==> src/sv/bgt_pkg.sv <==
package bgt_pkg;

  // Geometry of the row store
  localparam int MAX_WIDTH = 1024;
  localparam int COL_W     = $clog2(MAX_WIDTH);
  localparam int BANKS     = 4;

  // Register and field widths
  localparam int WIDTH_W    = 11;
  localparam int HEIGHT_W   = 13;
  localparam int THR_W      = 8;
  localparam int CHAN_W     = 8;
  localparam int PIX_W      = 3 * CHAN_W;
  localparam int CFG_IDX_W  = 2;
  localparam int CFG_DATA_W = 13;

  // Width of column arithmetic: room for a column, a width and one carry
  localparam int CNT_W = ((COL_W > WIDTH_W) ? COL_W : WIDTH_W) + 1;

  // Register reset values and limits
  localparam logic [WIDTH_W-1:0]  WIDTH_RESET     = 11'd640;
  localparam logic [HEIGHT_W-1:0] HEIGHT_RESET    = 13'd480;
  localparam logic [THR_W-1:0]    THRESHOLD_RESET = 8'd140;
  localparam logic [WIDTH_W-1:0]  MIN_WIDTH       = 11'd5;
  localparam logic [HEIGHT_W-1:0] MIN_HEIGHT      = 13'd5;
  localparam logic [HEIGHT_W-1:0] ROW_MAX         = 13'h1FFF;

  // Reciprocals for the constant divisions (16 fractional bits)
  localparam logic [12:0] RECIP_10 = 13'd6554;
  localparam logic [14:0] RECIP_3  = 15'd21846;

  typedef enum logic [CFG_IDX_W-1:0] {
    REG_WIDTH     = 2'd0,
    REG_HEIGHT    = 2'd1,
    REG_THRESHOLD = 2'd2
  } cfg_reg_t;

  typedef logic [PIX_W-1:0] pixel_t;

  // Item handed from the front end to the result pipeline
  typedef struct packed {
    logic       result;
    logic       vertical;
    logic       frame_end;
    logic [1:0] slot;
    pixel_t     hres;
  } item_t;

  // Row store write request
  typedef struct packed {
    logic             en;
    logic [1:0]       slot;
    logic [COL_W-1:0] addr;
    pixel_t           data;
  } row_write_t;

  // Divide a tap sum (at most 2550) by 10
  function automatic logic [CHAN_W-1:0] div10(input logic [11:0] s);
    logic [24:0] p;
    p = {13'd0, s} * {12'd0, RECIP_10};
    return p[23:16];
  endfunction

  // Divide a channel sum (at most 765) by 3
  function automatic logic [CHAN_W-1:0] div3(input logic [9:0] s);
    logic [24:0] p;
    p = {15'd0, s} * {10'd0, RECIP_3};
    return p[23:16];
  endfunction

  // 1-2-4-2-1 over five pixels, divided by 10, per channel
  function automatic pixel_t tap5(input pixel_t a, input pixel_t b, input pixel_t c,
                                  input pixel_t d, input pixel_t e);
    pixel_t      res;
    logic [11:0] s;
    res = '0;
    for (int k = 0; k < 3; k++) begin
      s = {4'd0, a[CHAN_W*k +: CHAN_W]} + {3'd0, b[CHAN_W*k +: CHAN_W], 1'b0}
        + {2'd0, c[CHAN_W*k +: CHAN_W], 2'b0} + {3'd0, d[CHAN_W*k +: CHAN_W], 1'b0}
        + {4'd0, e[CHAN_W*k +: CHAN_W]};
      res[CHAN_W*k +: CHAN_W] = div10(s);
    end
    return res;
  endfunction

  // Truncating average of the three channels
  function automatic logic [CHAN_W-1:0] grey(input pixel_t p);
    logic [9:0] s;
    s = {2'd0, p[7:0]} + {2'd0, p[15:8]} + {2'd0, p[23:16]};
    return div3(s);
  endfunction

endpackage

==> src/sv/bgt_front.sv <==
module bgt_front (
  input  logic                           clk,
  input  logic                           rst,
  input  logic                           accept,
  input  logic [7:0]                     blue,
  input  logic [7:0]                     green,
  input  logic [7:0]                     red,
  input  logic                           frame_start,
  input  logic                           pad,
  input  logic [bgt_pkg::WIDTH_W-1:0]    image_width,
  input  logic [bgt_pkg::HEIGHT_W-1:0]   image_height,
  output bgt_pkg::item_t                 item,
  output bgt_pkg::row_write_t            row_write,
  output logic [bgt_pkg::COL_W-1:0]      read_addr
);

  localparam int CNT_W = bgt_pkg::CNT_W;
  localparam int COL_W = bgt_pkg::COL_W;
  localparam int HEIGHT_W = bgt_pkg::HEIGHT_W;

  logic [bgt_pkg::WIDTH_W-1:0] w;
  logic [HEIGHT_W-1:0]         h;
  logic [CNT_W-1:0]            w_ext;

  logic [COL_W-1:0]    column_count, column_count_next;
  logic [HEIGHT_W-1:0] row_count, row_count_next;
  bgt_pkg::pixel_t     window [4];

  logic [COL_W-1:0]    cc0, cc1;
  logic [HEIGHT_W-1:0] rc0, rc1, qrow, prow;
  logic [CNT_W-1:0]    qcol_ext, cc2;
  logic                qvalid, edge_col;
  bgt_pkg::pixel_t     pix, hres;

  // Clamp the frame size to its legal range
  always_comb begin
    w = image_width;
    if (w < bgt_pkg::MIN_WIDTH) begin
      w = bgt_pkg::MIN_WIDTH;
    end else if (int'(image_width) > bgt_pkg::MAX_WIDTH) begin
      w = bgt_pkg::WIDTH_W'(bgt_pkg::MAX_WIDTH);
    end
    h = (image_height < bgt_pkg::MIN_HEIGHT) ? bgt_pkg::MIN_HEIGHT : image_height;
    w_ext = CNT_W'(w);
  end

  // Position of this item, the horizontal target two items back and its result
  always_comb begin
    cc0 = frame_start ? '0 : column_count;
    rc0 = frame_start ? '0 : row_count;
    cc1 = cc0;
    rc1 = rc0;
    if (CNT_W'(cc0) >= w_ext) begin
      cc1 = '0;
      rc1 = (rc0 == bgt_pkg::ROW_MAX) ? rc0 : rc0 + 1'b1;
    end

    pix = pad ? '0 : {red, green, blue};

    qvalid   = 1'b1;
    qcol_ext = '0;
    qrow     = '0;
    if (CNT_W'(cc1) >= CNT_W'(2)) begin
      qcol_ext = CNT_W'(cc1) - CNT_W'(2);
      qrow     = rc1;
    end else if (rc1 != '0) begin
      qcol_ext = CNT_W'(cc1) + w_ext - CNT_W'(2);
      qrow     = rc1 - 1'b1;
    end else begin
      qvalid = 1'b0;
    end

    edge_col = (qcol_ext < CNT_W'(2)) || (qcol_ext >= w_ext - CNT_W'(2));
    hres = edge_col ? window[1]
                    : bgt_pkg::tap5(window[3], window[2], window[1], window[0], pix);

    prow = qrow - HEIGHT_W'(2);
    item.result    = qvalid && (qrow >= HEIGHT_W'(2)) && (prow < h);
    item.vertical  = (prow >= HEIGHT_W'(2))
                  && ({1'b0, prow} + (HEIGHT_W+1)'(3) <= {1'b0, h});
    item.frame_end = (prow == h - 1'b1) && (qcol_ext == w_ext - CNT_W'(1));
    item.slot      = qrow[1:0];
    item.hres      = hres;

    row_write.en   = accept && qvalid;
    row_write.slot = qrow[1:0];
    row_write.addr = qcol_ext[COL_W-1:0];
    row_write.data = hres;
    read_addr      = qcol_ext[COL_W-1:0];

    // Advance to the next position
    cc2 = CNT_W'(cc1) + CNT_W'(1);
    column_count_next = cc2[COL_W-1:0];
    row_count_next    = rc1;
    if (cc2 >= w_ext) begin
      column_count_next = '0;
      row_count_next    = (rc1 == bgt_pkg::ROW_MAX) ? rc1 : rc1 + 1'b1;
    end
  end

  // Hold position and the last four items; update on accept
  always_ff @(posedge clk) begin
    if (rst) begin
      column_count <= '0;
      row_count    <= '0;
      for (int i = 0; i < 4; i++) begin
        window[i] <= '0;
      end
    end else if (accept) begin
      column_count <= column_count_next;
      row_count    <= row_count_next;
      window[3]    <= window[2];
      window[2]    <= window[1];
      window[1]    <= window[0];
      window[0]    <= pix;
    end
  end

endmodule

==> config.mk <==
export PLATFORM = sky130hd
export DESIGN_NAME = bgt_front
export DESIGN_NICKNAME = d
export VERILOG_FILES = /design/src/sv/bgt_pkg.sv /design/src/sv/bgt_front.sv
export SDC_FILE = /design/constraint.sdc
export NUM_CORES = 1
export LEC_CHECK = 0
export ABC_CLOCK_PERIOD_IN_PS = 13280
export CORE_ASPECT_RATIO = 1.75
export CORE_MARGIN = 2
export CORE_UTILIZATION = 56
export CTS_CLUSTER_SIZE = 30
export DETAILED_ROUTE_END_ITERATION = 10
export DONT_BUFFER_PORTS = 1
export GPL_ROUTABILITY_DRIVEN = 1
export HOLD_SLACK_MARGIN = 0.12
export PLACE_DENSITY = 0.76
export SYNTH_ARGS = -nofsm -noshare
export SYNTH_HDL_FRONTEND = slang
export SYNTH_SLANG_ARGS = --single-unit
==> constraint.sdc <==
create_clock -name clk -period 13.28 [get_ports clk]
set_input_delay 2.656 -clock clk [delete_from_list [all_inputs] [get_ports clk]]
set_output_delay 2.656 -clock clk [all_outputs]
set_load 0.1 [all_outputs]
==> flow_summary.json <==
{
  "syn_area_per_cell_um2": 9.92,
  "slew_violations": 0,
  "hold_buffers": 0,
  "cp_max_fo": 5,
  "grt_pass1_wl_um": 83300,
  "io_buffers": 0,
  "r2r-start": "column_count[8]",
  "crit_path_end_kind": "primary output",
  "max_freq_mhz": 76.2,
  "mostFrequentLayoutCells": "ha_1, fa_1, inv_1",
  "drcViolationCount": 0,
  "die_h_um": 253,
  "min_from": "row_count[1]",
  "dr_total_vias": 15200,
  "cts_buffers": 17,
  "finalCriticalPeriod_ns": 13.13,
  "start_kind": "input port",
  "ant_nets": 0,
  "hpwl_um": 43200,
  "max_stage_delay_ns": 0.55,
  "yosys.cell_types.count": 101,
  "synth_enable_flop_cells": 96,
  "whs_endpoint": "row_count[1]",
  "via_per_inst": 6.02,
  "drt_iter0_drc": 654,
  "dr.pass1.iters": 5,
  "initial_core_util": 0.567,
  "tightestPinTransition_ns": 0.971,
  "ff2ff_path_depth": 22,
  "hold_violations": 0,
  "grt_pass1_vias": 16600,
  "worstPathArrival_ns": 10.47,
  "avgRoutedWirePerCell_um": 20.5,
  "fin_skew_ns": 0.00838,
  "gr-total-overflow": 0,
  "async_reset_ff_frac": 0,
  "drive_gt1_frac": 0.148,
  "crit_required_ns": 10.62,
  "nets": 2664,
  "clkTransAtPathRegs_ns": 0.06,
  "r2r-end": "row_count[8]",
  "ys_ff_latch": 119,
  "synth_ff_type": "edfxtp_1",
  "grt_setup_unrepaired": "yes",
  "critical_path_class": "input port to primary output",
  "setup_viol": 0,
  "cpMostUsedCell": "fa_1",
  "cpMaxStageDelayCell": "fa_1",
  "syn_inst": 2004,
  "grt_start_max_net_pins": 90,
  "place_congestion": 0.969,
  "cts.htree.levels": 4,
  "synthesis.nets": 2619,
  "clkLatencyLatePin_ns": 0.43,
  "seq_area_frac_synth": 0.168,
  "r2r_slack_ns": 7.48,
  "outcome": "finished clean",
  "core_um2": 35100,
  "relSlewSlack": 0.357,
  "grt_util_all_layers": 0.287,
  "die_w_um": 146,
  "hold_depth": 2,
  "ctsRootBufferMaster": "clkbuf_16",
  "cts.sinks": 119,
  "netlist_area_um2": 19900,
  "final_common_cell": "ha_1",
  "ioPinCount": 129,
  "antenna_found_initial": 6,
  "finish.instance_area_um2": 22500,
  "routed_wl_um": 51900,
  "ys_warn_count": 0,
  "syn_to_final_growth_pct": 13.2,
  "finalCritPeriodShare": 0.989,
  "cts_tree": "built",
  "drv_cap": 0,
  "hp-class": "flop to flop",
  "dieArea_um2": 37100,
  "placed_area_um2": 21600,
  "row_count": 91,
  "cts_max_path_buffers": 2
}
## timing repair
item / 4_1_cts / 5_1_grt
buffers inserted: 1 / 10
resized for setup: 11 / 53
pin swaps: 4 / 46
setup endpoints to repair: 12 / 21
## flip-flops by register name, summed over array words and instances, names as in the netlist
signal	count
window	96
column_count	10
row_count	13
## routing by layer
| layer | up-vias | track usage | part of all wire |
|---|---|---|---|
| met5 | - | 0 | 0.00054 |
| met4 | 4 | 0.198 | 0.080 |
| met3 | 216 | 0.0285 | 0.030 |
| met2 | 474 | 0.575 | 0.56 |
| met1 | 7422 | 0.267 | 0.33 |
| li1 | 7091 | - | - |
## cells by family (layout without fill, tap and decap cells)
logic type,Yosys count,after routing,synth area share
AO/OA/AOI/OAI,316,316,0.112
XOR/XNOR,131,131,0.0584
adder cells (fa/ha/maj),562,562,0.423
buffers and inverters,263,320,0.0589
flip-flops,119,119,0.168
multiplexers,33,33,0.0213
other,1,3,0.000189
AND/OR/NAND/NOR,579,579,0.157
## worst max path at each step
stage               startpoint            end  cells past startpoint
finish                 blue[3]        item[7]                     30
global route           blue[4]        item[7]                     35
CTS                     red[3]       item[23]                     31
detailed placement    green[4]  row_write[15]                     29
global placement       blue[4]   row_write[7]                     30
floorplan                  pad  row_write[15]                     29
## area by class of cell
cell class	count	area [µm²]
Timing Repair Buffer	108	1320
Sequential cell	119	3340
Fill cell	2835	12600
Clock inverter	14	126
Multi-Input combinational cell	1622	16000
Clock buffer	17	425
Tap cell	465	582
Inverter	181	688
Antenna cell	2	5.00
## worst max-delay path, delay by kind of cell
kind                       cells  cell delay (ns)
adders and majority gates     10             4.22
AOI/OAI and AO/OA              9             1.52
and+or+nand+nor                6             1.15
xor gates and xnor gates       2             0.48
buffers and inverters          2             0.31
muxes                          1             0.12
## Yosys cell counts, drive strengths merged (36+ instances only)
library cell	number	area [µm²]
ha	378	4730
xnor2	94	823
nor2	122	465
nor2b	55	344
fa	184	3680
inv	181	679
o21ai	60	308
edfxtp	96	2880
nand2	105	394
a21o	39	293
xor2	36	315
buf	52	379
and2	106	666
a21oi	75	387
## through the flow
step                utilization  std cells  worst slack [ns]  TNS, ns  hold WS, ns
floorplan                     -       2004            -0.276   -0.276        0.465
global placement          0.615       2485            0.0487        0        0.482
detailed placement        0.615       2485            -0.139   -0.942        0.495
CTS                       0.632       2517           0.00807        0        0.501
global route              0.642       2528            -0.147   -0.469        0.522
finish                    0.642       2528             0.150        0        0.502
Power is not shown: default switching activity piles up to over one toggle a cycle in this logic, so the estimate is an artifact.
