--- config.mk ---
export PLATFORM = sky130hd
export DESIGN_NAME = bgt_back
export DESIGN_NICKNAME = d
export VERILOG_FILES = /design/src/sv/bgt_pkg.sv /design/src/sv/bgt_back.sv
export SDC_FILE = /design/constraint.sdc
export NUM_CORES = 1
export LEC_CHECK = 0
export BUFFER_PORTS_ARGS = -buffer_cell sky130_fd_sc_hd__buf_2
export CORE_MARGIN = 1
export CORE_UTILIZATION = 62
export CTS_CLUSTER_SIZE = 8
export DETAILED_ROUTE_END_ITERATION = 16
export PLACE_DENSITY = 0.89
export REMOVE_ABC_BUFFERS = 1
export SLEW_MARGIN = 20
export SYNTH_ARGS = -nofsm -noshare
export SYNTH_HDL_FRONTEND = slang
export SYNTH_SLANG_ARGS = --single-unit
--- constraint.sdc ---
create_clock -name clk -period 16.75 [get_ports clk]
set_input_delay 0.8375 -clock clk [delete_from_list [all_inputs] [get_ports clk]]
set_output_delay 0.8375 -clock clk [all_outputs]
set_load 0.03 [all_outputs]
--- src/sv/bgt_pkg.sv ---
package bgt_pkg;

  // Geometry of the row store
  localparam int MAX_WIDTH = 1024;
  localparam int COL_W     = $clog2(MAX_WIDTH);
  localparam int BANKS     = 4;

  // Register and field widths
  localparam int WIDTH_W    = 11;
  localparam int HEIGHT_W   = 13;
  localparam int THR_W      = 8;
  localparam int CHAN_W     = 8;
  localparam int PIX_W      = 3 * CHAN_W;
  localparam int CFG_IDX_W  = 2;
  localparam int CFG_DATA_W = 13;

  // Width of column arithmetic: room for a column, a width and one carry
  localparam int CNT_W = ((COL_W > WIDTH_W) ? COL_W : WIDTH_W) + 1;

  // Register reset values and limits
  localparam logic [WIDTH_W-1:0]  WIDTH_RESET     = 11'd640;
  localparam logic [HEIGHT_W-1:0] HEIGHT_RESET    = 13'd480;
  localparam logic [THR_W-1:0]    THRESHOLD_RESET = 8'd140;
  localparam logic [WIDTH_W-1:0]  MIN_WIDTH       = 11'd5;
  localparam logic [HEIGHT_W-1:0] MIN_HEIGHT      = 13'd5;
  localparam logic [HEIGHT_W-1:0] ROW_MAX         = 13'h1FFF;

  // Reciprocals for the constant divisions (16 fractional bits)
  localparam logic [12:0] RECIP_10 = 13'd6554;
  localparam logic [14:0] RECIP_3  = 15'd21846;

  typedef enum logic [CFG_IDX_W-1:0] {
    REG_WIDTH     = 2'd0,
    REG_HEIGHT    = 2'd1,
    REG_THRESHOLD = 2'd2
  } cfg_reg_t;

  typedef logic [PIX_W-1:0] pixel_t;

  // Item handed from the front end to the result pipeline
  typedef struct packed {
    logic       result;
    logic       vertical;
    logic       frame_end;
    logic [1:0] slot;
    pixel_t     hres;
  } item_t;

  // Row store write request
  typedef struct packed {
    logic             en;
    logic [1:0]       slot;
    logic [COL_W-1:0] addr;
    pixel_t           data;
  } row_write_t;

  // Divide a tap sum (at most 2550) by 10
  function automatic logic [CHAN_W-1:0] div10(input logic [11:0] s);
    logic [24:0] p;
    p = {13'd0, s} * {12'd0, RECIP_10};
    return p[23:16];
  endfunction

  // Divide a channel sum (at most 765) by 3
  function automatic logic [CHAN_W-1:0] div3(input logic [9:0] s);
    logic [24:0] p;
    p = {15'd0, s} * {10'd0, RECIP_3};
    return p[23:16];
  endfunction

  // 1-2-4-2-1 over five pixels, divided by 10, per channel
  function automatic pixel_t tap5(input pixel_t a, input pixel_t b, input pixel_t c,
                                  input pixel_t d, input pixel_t e);
    pixel_t      res;
    logic [11:0] s;
    res = '0;
    for (int k = 0; k < 3; k++) begin
      s = {4'd0, a[CHAN_W*k +: CHAN_W]} + {3'd0, b[CHAN_W*k +: CHAN_W], 1'b0}
        + {2'd0, c[CHAN_W*k +: CHAN_W], 2'b0} + {3'd0, d[CHAN_W*k +: CHAN_W], 1'b0}
        + {4'd0, e[CHAN_W*k +: CHAN_W]};
      res[CHAN_W*k +: CHAN_W] = div10(s);
    end
    return res;
  endfunction

  // Truncating average of the three channels
  function automatic logic [CHAN_W-1:0] grey(input pixel_t p);
    logic [9:0] s;
    s = {2'd0, p[7:0]} + {2'd0, p[15:8]} + {2'd0, p[23:16]};
    return div3(s);
  endfunction

endpackage

--- src/sv/bgt_back.sv ---
module bgt_back (
  input  logic                       clk,
  input  logic                       rst,
  input  logic                       accept,
  input  bgt_pkg::item_t             item,
  input  bgt_pkg::pixel_t            bank_data [bgt_pkg::BANKS],
  input  logic [bgt_pkg::THR_W-1:0]  grey_threshold,
  input  logic                       out_ready,
  output logic                       advance,
  output logic                       out_valid,
  output logic                       foreground,
  output logic                       frame_end
);

  bgt_pkg::item_t  s1;
  logic            s1_valid;
  bgt_pkg::pixel_t s2_blur;
  logic            s2_frame_end;
  logic            s2_valid;
  logic            out_en, s2_en;
  bgt_pkg::pixel_t blur;

  // Each stage moves when the one after it is empty or moving
  assign out_en  = !out_valid || out_ready;
  assign s2_en   = !s2_valid || out_en;
  assign advance = !s1_valid || s2_en;

  // Vertical pass over the four stored rows and the fresh horizontal result
  always_comb begin
    if (s1.vertical) begin
      blur = bgt_pkg::tap5(bank_data[s1.slot], bank_data[2'(s1.slot + 2'd1)],
                           bank_data[2'(s1.slot + 2'd2)], bank_data[2'(s1.slot + 2'd3)],
                           s1.hres);
    end else begin
      blur = bank_data[2'(s1.slot + 2'd2)];
    end
  end

  // Valid bits
  always_ff @(posedge clk) begin
    if (rst) begin
      s1_valid  <= 1'b0;
      s2_valid  <= 1'b0;
      out_valid <= 1'b0;
    end else begin
      if (advance) begin
        s1_valid <= accept && item.result;
      end
      if (s2_en) begin
        s2_valid <= s1_valid;
      end
      if (out_en) begin
        out_valid <= s2_valid;
      end
    end
  end

  // Payload
  always_ff @(posedge clk) begin
    if (advance) begin
      s1 <= item;
    end
    if (s2_en) begin
      s2_blur      <= blur;
      s2_frame_end <= s1.frame_end;
    end
    if (out_en) begin
      foreground <= bgt_pkg::grey(s2_blur) > grey_threshold;
      frame_end  <= s2_frame_end;
    end
  end

endmodule

==> impl_results.html <==
<table>
<tr><th>Metric</th><th>Value</th></tr>
<tr><th colspan="2">Finish</th></tr>
<tr><td>Area added between synthesis and finish</td><td>7.91%</td></tr>
<tr><td>Most frequent cells in the layout</td><td>inv_1, ha_1, fa_1</td></tr>
<tr><td>Final net count</td><td>2549</td></tr>
<tr><td>Total non-filler cell area in the finished layout</td><td>18800 µm²</td></tr>
<tr><td>Share of post-route cells with drive strength above 1</td><td>0.145</td></tr>
<tr><td>Number of antenna cells inserted</td><td>0</td></tr>
<tr><td>Commonest non-fill, non-tap cell in the layout</td><td>inv_1</td></tr>
<tr><td>Count of fill cells added during filler insertion</td><td>1893</td></tr>
<tr><th colspan="2">Drt</th></tr>
<tr><td>Detailed-routing iteration count for the pre-antenna-repair pass</td><td>5</td></tr>
<tr><td>Iteration-0 DRC count of the detailed router</td><td>840</td></tr>
<tr><td>DRC violation count after routing</td><td>0</td></tr>
<tr><td>Average via count per standard cell</td><td>5.65</td></tr>
<tr><td>Post-route antenna net violation count</td><td>0</td></tr>
<tr><td>Total number of vias</td><td>12500</td></tr>
<tr><td>Post-Route WL</td><td>36900 µm</td></tr>
<tr><td>Routed length per placed instance</td><td>16.6 µm</td></tr>
<tr><th colspan="2">STA</th></tr>
<tr><td>Clock period minus worst slack</td><td>9.87 ns</td></tr>
<tr><td>Relative slew slack</td><td>0.352</td></tr>
<tr><td>Max-slew violation count</td><td>0</td></tr>
<tr><td>Actual slew at the worst max-slew pin</td><td>0.973 ns</td></tr>
<tr><td>FMAX</td><td>101 MHz</td></tr>
<tr><td>Unrepaired setup endpoints after global routing</td><td>no</td></tr>
<tr><td>Number of setup violations in the final report</td><td>0</td></tr>
<tr><td>Summed negative setup slack over all endpoints</td><td>0 ns</td></tr>
<tr><td>Clk_skew</td><td>0.00871 ns</td></tr>
<tr><td>Worst hold slack</td><td>0.448 ns</td></tr>
<tr><td>Period utilisation layout</td><td>0.589</td></tr>
<tr><td>Final-report hold violation count</td><td>0</td></tr>
<tr><th colspan="2">Setup path</th></tr>
<tr><td>Worst r2r path cells</td><td>31</td></tr>
<tr><td>Worst setup path class</td><td>register to register</td></tr>
<tr><td>Most common cell type on the critical path</td><td>fa_1</td></tr>
<tr><td>CP Data Required Time</td><td>16.86 ns</td></tr>
<tr><td>Type of destination of the critical path</td><td>register</td></tr>
<tr><td>Delay of the slowest cell on the worst path</td><td>0.72 ns</td></tr>
<tr><td>Slowest stage cell on the critical path</td><td>buf_4</td></tr>
<tr><td>Critical Path Start Type</td><td>register</td></tr>
<tr><td>Capture point of the worst reg-to-reg path</td><td>s2_blur[6]$_DFFE_PP_</td></tr>
<tr><td>Arrival time at the worst endpoint</td><td>9.98 ns</td></tr>
<tr><td>R2r startpoint</td><td>s1[25]$_DFFE_PP_</td></tr>
<tr><td>Largest fanout on the critical path</td><td>56</td></tr>
<tr><td>Reg2reg setup slack</td><td>6.88 ns</td></tr>
<tr><th colspan="2">Placement</th></tr>
<tr><td>Placer congestion estimate</td><td>0.942</td></tr>
<tr><td>Detailed placer's ending HPWL</td><td>31500 µm</td></tr>
<tr><td>Count of port buffers added during placement</td><td>140</td></tr>
<tr><td>Area after DPL</td><td>18500 µm²</td></tr>
<tr><th colspan="2">Synthesis</th></tr>
<tr><td>Share of the synthesized area in the top cell type</td><td>0.254</td></tr>
<tr><td>Synthesized flop and latch total</td><td>58</td></tr>
<tr><td>Proportion of synthesized chip area in sequential cells</td><td>0.0983</td></tr>
<tr><td>Cell area after technology mapping</td><td>17400 µm²</td></tr>
<tr><td>Number of unique standard cell types used by synthesis</td><td>59</td></tr>
<tr><td>Predominant post-synthesis flop cell</td><td>edfxtp_1</td></tr>
<tr><td>Avg Inst Size Synth</td><td>10.2 µm²</td></tr>
<tr><td>Post-synth EDFFs</td><td>55</td></tr>
<tr><td>Fraction of synthesis flops using an asynchronous set or reset pin</td><td>0</td></tr>
<tr><td>Area contributors post-synth</td><td>fa_1, ha_1, inv_1, mux4_2, edfxtp_1</td></tr>
<tr><td>Number of warnings reported in the yosys synthesis log</td><td>0</td></tr>
<tr><td>Largest area contributor in the synthesized netlist</td><td>fa_1</td></tr>
<tr><td>Cells after synthesis</td><td>1711</td></tr>
<tr><th colspan="2">Global route</th></tr>
<tr><td>Via count of the first global-routing pass</td><td>13600</td></tr>
<tr><td>Total congestion overflow</td><td>0</td></tr>
<tr><td>Wire length of the first global-routing pass</td><td>62400 µm</td></tr>
<tr><td>Largest net degree at the start of global routing</td><td>62</td></tr>
<tr><td>Antenna violations before repair</td><td>0</td></tr>
<tr><td>Overall track demand over capacity in global routing</td><td>0.273</td></tr>
<tr><th colspan="2">Clock tree</th></tr>
<tr><td>Num Clock Sinks</td><td>58</td></tr>
<tr><td>Maximum count of clock buffers along a single path</td><td>2</td></tr>
<tr><td>Number of post-CTS setup repair buffers</td><td>0</td></tr>
<tr><td>Clock tree from TritonCTS</td><td>yes</td></tr>
<tr><td>Master cell of the clock root buffer</td><td>clkbuf_16</td></tr>
<tr><td>Number of hold buffers added after cts</td><td>0</td></tr>
<tr><td>H-tree depth</td><td>3</td></tr>
<tr><td>Post-cts resize count</td><td>0</td></tr>
<tr><td>Number of buffers added by the clock tree synthesis step</td><td>9</td></tr>
<tr><td>Clock input transition at the sequential cells of the worst setup and hold paths</td><td>0.06 ns</td></tr>
<tr><td>Clock insertion delay at the later pin of the skew report</td><td>0.35 ns</td></tr>
<tr><th colspan="2">Floorplanning</th></tr>
<tr><td>Initial cell density of the core</td><td>0.639</td></tr>
<tr><td>Die Area</td><td>28700 µm²</td></tr>
<tr><td>Num rows</td><td>60</td></tr>
<tr><td>Horizontal die dimension</td><td>170 µm</td></tr>
<tr><td>Core Box Area</td><td>27300 µm²</td></tr>
<tr><td>Chip Height</td><td>170 µm</td></tr>
<tr><td>Top Ports</td><td>141</td></tr>
<tr><th colspan="2">Job</th></tr>
<tr><td>Number of maximum-capacitance constraint violations</td><td>0</td></tr>
<tr><th colspan="2">Worst hold path</th></tr>
<tr><td>Startpoint of the lowest-slack hold path</td><td>s2_frame_end$_DFFE_PP_</td></tr>
<tr><td>Cell count of the worst hold path</td><td>0</td></tr>
<tr><td>Min-delay worst type</td><td>register to register</td></tr>
<tr><td>Hold Path End</td><td>frame_end$_DFFE_PP_</td></tr>
<tr><th colspan="2">Status</th></tr>
<tr><td>Run status</td><td>completed</td></tr>
</table>
==> cell usage after synthesis, drive strengths merged, types with 3 or more instances <==
cell       n
nor2      40
nand4      7
nor2b     10
and2       9
o21a      11
xor2      15
o31a       3
nand2     31
and3       3
clkbuf    11
o221ai     3
a21o      31
a31oi      5
o21bai    12
nand3     17
o211ai     4
mux2i     11
a221oi     4
o21ai     42
inv      517
buf       18
a2111oi    4
mux2      23
xnor2     55
nand2b     8
nand3b     3
a211oi     9
ha       353
fa       221
a21oi     66
or3        3
mux4      76
a211o      5
edfxtp    55
dfxtp      3
==> worst max-delay path: cells and delay by family, from the launching register on <==
family | cells | cell delay [ns]
adders and majority gates | 10 | 4.28
AOI/OAI and AO/OA | 11 | 2.36
buffers and inverters | 7 | 1.53
muxes | 2 | 0.87
DFF | 1 | 0.33
xor gates and xnor gates | 1 | 0.19
==> area by class of cell <==
cell class / count / area (µm²) / area share
Tap cell: 372 / 465 / 0.0248
Sequential cell: 58 / 1710 / 0.0911
Timing Repair Buffer: 145 / 738 / 0.0393
Inverter: 517 / 1940 / 0.103
Clock buffer: 10 / 229 / 0.0122
Clock inverter: 6 / 57.6 / 0.00306
Multi-Input combinational cell: 1107 / 13600 / 0.726
==> registers in the layout, indices dropped and copies added (netlist names) <==
| signal | count |
|---|---|
| s1 | 28 |
| s2_blur | 24 |
| foreground | 1 |
| frame_end | 1 |
| out_valid | 1 |
| s1_valid | 1 |
| s2_frame_end | 1 |
| s2_valid | 1 |
==> worst max path at each step <==
stage                startpoint              endpoint
6_report       s1[25]$_DFFE_PP_  s2_blur[6]$_DFFE_PP_
5_1_grt        s1[25]$_DFFE_PP_  s2_blur[7]$_DFFE_PP_
4_1_cts        s1[25]$_DFFE_PP_  s2_blur[6]$_DFFE_PP_
3_5_place_dp   s1[25]$_DFFE_PP_  s2_blur[6]$_DFFE_PP_
3_3_place_gp   s1[25]$_DFFE_PP_  s2_blur[6]$_DFFE_PP_
2_1_floorplan  s1[24]$_DFFE_PP_  s2_blur[6]$_DFFE_PP_
==> metal layers <==
metal  GRT usage  vias to the layer above  routed length, µm
met4      0.0795                        0                875
met5           0                        -                  0
li1            -                     5878                  -
met2       0.496                      338              19100
met1       0.334                     6210              15300
met3      0.0422                       78               1610
==> kinds of logic after synthesis <==
family                     after synthesis  share of synthesized area
adders and majority gates              574                      0.508
muxes                                  110                      0.120
buffers and inverters                  546                      0.118
DFF                                     58                     0.0983
and+or+nand+nor                        142                     0.0408
AOI/OAI and AO/OA                      211                     0.0797
xor gates and xnor gates                70                     0.0352
==> through the flow <==
stage,cells,worst slack [ns],util
after floorplan,1682,5.90,-
after global placement,2199,7.28,0.679
after detailed placement,2199,6.97,0.679
after CTS,2215,6.91,0.689
after global routing,2215,6.40,0.689
final,2215,6.88,0.689
Power is not shown: default switching activity piles up to over one toggle a cycle in this logic, so the estimate is an artifact.
